$ cat config.mk
export PLATFORM = sky130hd
export DESIGN_NAME = tvi_ram
export DESIGN_NICKNAME = d
export VERILOG_FILES = /design/src/sv/tvi_ram.sv
export SDC_FILE = /design/constraint.sdc
export NUM_CORES = 1
export LEC_CHECK = 0
export BUFFER_PORTS_ARGS = -buffer_cell sky130_fd_sc_hd__buf_2
export CORE_UTILIZATION = 33
export CTS_CLUSTER_SIZE = 16
export DETAILED_ROUTE_END_ITERATION = 7
export PLACE_DENSITY = 0.44
export SLEW_MARGIN = 40
export SYNTH_ARGS = -nofsm -noshare
export SYNTH_HDL_FRONTEND = slang
export SYNTH_SLANG_ARGS = --single-unit
$ cat constraint.sdc
create_clock -name clk -period 2.65 [get_ports clk]
set_input_delay 0.1325 -clock clk [delete_from_list [all_inputs] [get_ports clk]]
set_output_delay 0.1325 -clock clk [all_outputs]
set_load 0.03 [all_outputs]
$ cat src/sv/tvi_ram.sv
// Generic single-port-write, single-port-read RAM with a registered read.
// No dependencies.
module tvi_ram #(
  parameter int WIDTH = 8,
  parameter int DEPTH = 16
) (
  input  logic                     clk,
  input  logic                     we,
  input  logic [$clog2(DEPTH)-1:0] waddr,
  input  logic [WIDTH-1:0]         wdata,
  input  logic [$clog2(DEPTH)-1:0] raddr,
  output logic [WIDTH-1:0]         rdata
);
  logic [WIDTH-1:0] mem [DEPTH];

  always_ff @(posedge clk) begin
    if (we) begin
      mem[waddr] <= wdata;
    end
    rdata <= mem[raddr];
  end
endmodule

==> results.sh <==
export IMPL_outcome="finished clean"
export IMPL_postCtsSetupBuffers=0
export IMPL_cts_hold_buf=0
export IMPL_portBuffers=25
export IMPL_drt_pass1_iterations=4
export IMPL_timing_fmax_ghz=0.706
export IMPL_grt_use_met3_pct=3.67
export IMPL_ir_drop_mv=0.481
export IMPL_start_kind="input pin"
export IMPL_io_pins=26
export IMPL_synth_top_area_share_pct=74.7
export IMPL_synth_seq_cells=136
export IMPL_clock_skew_ns=0.00853
export IMPL_setup_tns_ns=0
export IMPL_synth_seq_area_share_pct=77.8
export IMPL_cts_tree="built"
export IMPL_cts_buffer_depth=2
export IMPL_cts_root_buffer="clkbuf_16"
export IMPL_core_area_sq_um=15200
export IMPL_wl_um=10700
export IMPL_most_common_layout_cells="edfxtp_1, buf_2, mux4_2, buf_4, clkbuf_16"
export IMPL_vias=2422
export IMPL_dp_slack_ns=0.729
export IMPL_leakage_nw=2.10
export IMPL_initial_utilization_pct=33.9
export IMPL_drive_gt1_share_pct=31.9
export IMPL_setup_viol=0
export IMPL_rsz0062_at_grt="false"
export IMPL_grt_util_met1_pct=20.1
export IMPL_clk_latency_ns=0.41
export IMPL_mostFrequentLayoutCell="edfxtp_1"
export IMPL_place_congestion=0.671
export IMPL_cts_htree_levels=4
export IMPL_area_growth_synth_to_final_pct=20.5
export IMPL_crit_path_end_kind="register"
export IMPL_fin_nets=300
export IMPL_synth_area_sq_um=5150
export IMPL_cp_top_family="multiplexers"
export IMPL_syn_nets=247
export IMPL_maxCapViolCount=0
export IMPL_grt_pass1_vias=2580
export IMPL_die_height_um=127
export IMPL_clkSinkCount=136
export IMPL_grt_util_met2_pct=22.0
export IMPL_tightest_slew_ns=0.771
export IMPL_worst_slack_ns=1.23
export IMPL_diodes=0
export IMPL_slowest_stage="mux4_1"
export IMPL_cpPeakStageDelay_ns=0.60
export IMPL_syn_inst=229
export IMPL_powerDensity_nw_per_um2=828
export IMPL_fin_crit_sh_pct=53.4
export IMPL_die_width_um=127
export IMPL_antenna_found_initial=0
export IMPL_cts_resized_gates=0
export IMPL_vias_per_cell=5.01
export IMPL_top_usage_layer="met2"
export IMPL_synth_top_area_cell="edfxtp_1"
export IMPL_grt_overflow=0
export IMPL_num_rows=45
export IMPL_hold_path_class="in -> reg"
export IMPL_grt_pass1_wl_um=16100
export IMPL_ant_nets=0
export IMPL_yosysUniqueCellTypes=19
export IMPL_crit_type="in -> reg"
export IMPL_synth_warnings=0
export IMPL_numCtsBuffers=17
export IMPL_drc_errors=0
export IMPL_crit_fanout=13
export IMPL_fin_crit_ns=1.42
export IMPL_dp_hpwl_um=6890
export IMPL_required_ns=2.94
export IMPL_first_iter_violations=176
export IMPL_hold_viol_final=0
export IMPL_dieArea_sq_um=16100
export IMPL_syn_area_per_cell_sq_um=22.5
export IMPL_path_clk_slew_ns=0.06
export IMPL_wire_per_inst_um=22.2
export IMPL_grt_max_degree=20
export IMPL_grt_usage_pct=14.6
export IMPL_slew_violations=0
export IMPL_cp_arrival_ns=1.71
export IMPL_relSlewSlack_pct=48.5
export IMPL_synthTopCellsByArea="edfxtp_1, mux4_2, mux4_1, dfxtp_1, a22oi_1"
export IMPL_crit_buf_inv=2
export IMPL_worstPathCellList="buf_2, buf_4, mux4_1, a22oi_1, nand2_1"
layer usage:
metal / vias up / share of wire (%)
met1: 1271 / 49
met5: - / 0
met3: 13 / 3.1
met4: 0 / 1.3
met2: 55 / 46
li1: 1083 / -
Yosys cell counts:
master,count
nand3b_1,2
mux4_2,18
nand3_1,1
or3b_2,1
nand2b_1,2
nand2_1,9
buf_2,3
nor2_1,13
dfxtp_1,8
and2_1,1
edfxtp_1,128
buf_6,3
a22oi_1,16
and2b_1,1
clkdlybuf4s25_2,3
nor2b_1,1
nor3_1,4
buf_4,1
mux4_1,14
worst reg2reg max path: cells and delay by family (launching register included):
kind / cells / cell delay [ns]
flops: 1 / 0.37
mux: 1 / 0.51
compound gates: 1 / 0.30
simple gates: 1 / 0.10
area by class of cell:
| cell class | count | area, sq um |
|---|---|---|
| fill | 1378 | 9000 |
| sequential | 136 | 4000 |
| multi-input combinational | 83 | 1060 |
| clock buffer | 17 | 425 |
| timing repair buffer | 44 | 280 |
| tap | 188 | 235 |
| clock inverter | 15 | 200 |
logic make-up (layout without fill, tap and decap cells):
| logic type | after synthesis | count (layout) | synth area share (%) |
|---|---|---|---|
| AOI/OAI and AO/OA | 16 | 16 | 2.33 |
| buffers and inverters | 10 | 76 | 1.68 |
| DFF | 136 | 136 | 77.8 |
| muxes | 32 | 32 | 15.0 |
| and+or+nand+nor | 35 | 35 | 3.18 |
per-stage QoR:
step                      util, %  hold WS (ns)  instance area, sq um  total power, mW  instances
final                        40.8         0.109                  6200             5.14        483
after global routing         40.8         0.115                  6200             5.28        483
after CTS                    40.8        0.0980                  6200             5.19        483
after detailed placement     36.7         0.543                  5580             2.72        451
after global placement       36.7         0.533                  5580             2.72        451
after floorplan                 -         0.231                  5150             2.61        229
worst paths after layout:
kind	from	end	slack, ns	cells past startpoint
max	raddr[0]	rdata[0]	1.23	5
min	wdata[4]	mem[6][4]	0.11	1
max reg2reg	mem[0][0]	rdata[0]	1.25	3
min reg2reg	mem[14][4]	rdata[4]	0.69	3
where the power goes:
group,total (mW),switching (mW),internal (mW),leakage [nW]
Combinational,0.251,0.156,0.0948,0.576
Clock,2.47,0.891,1.58,0.297
Sequential,2.42,0.0136,2.40,1.22
Total,5.14,1.06,4.08,2.10
sequential cells by signal (all words and copies together), names as in the netlist:
register and count:
rdata 8, mem 128
Power figures use the tool's default switching activity.
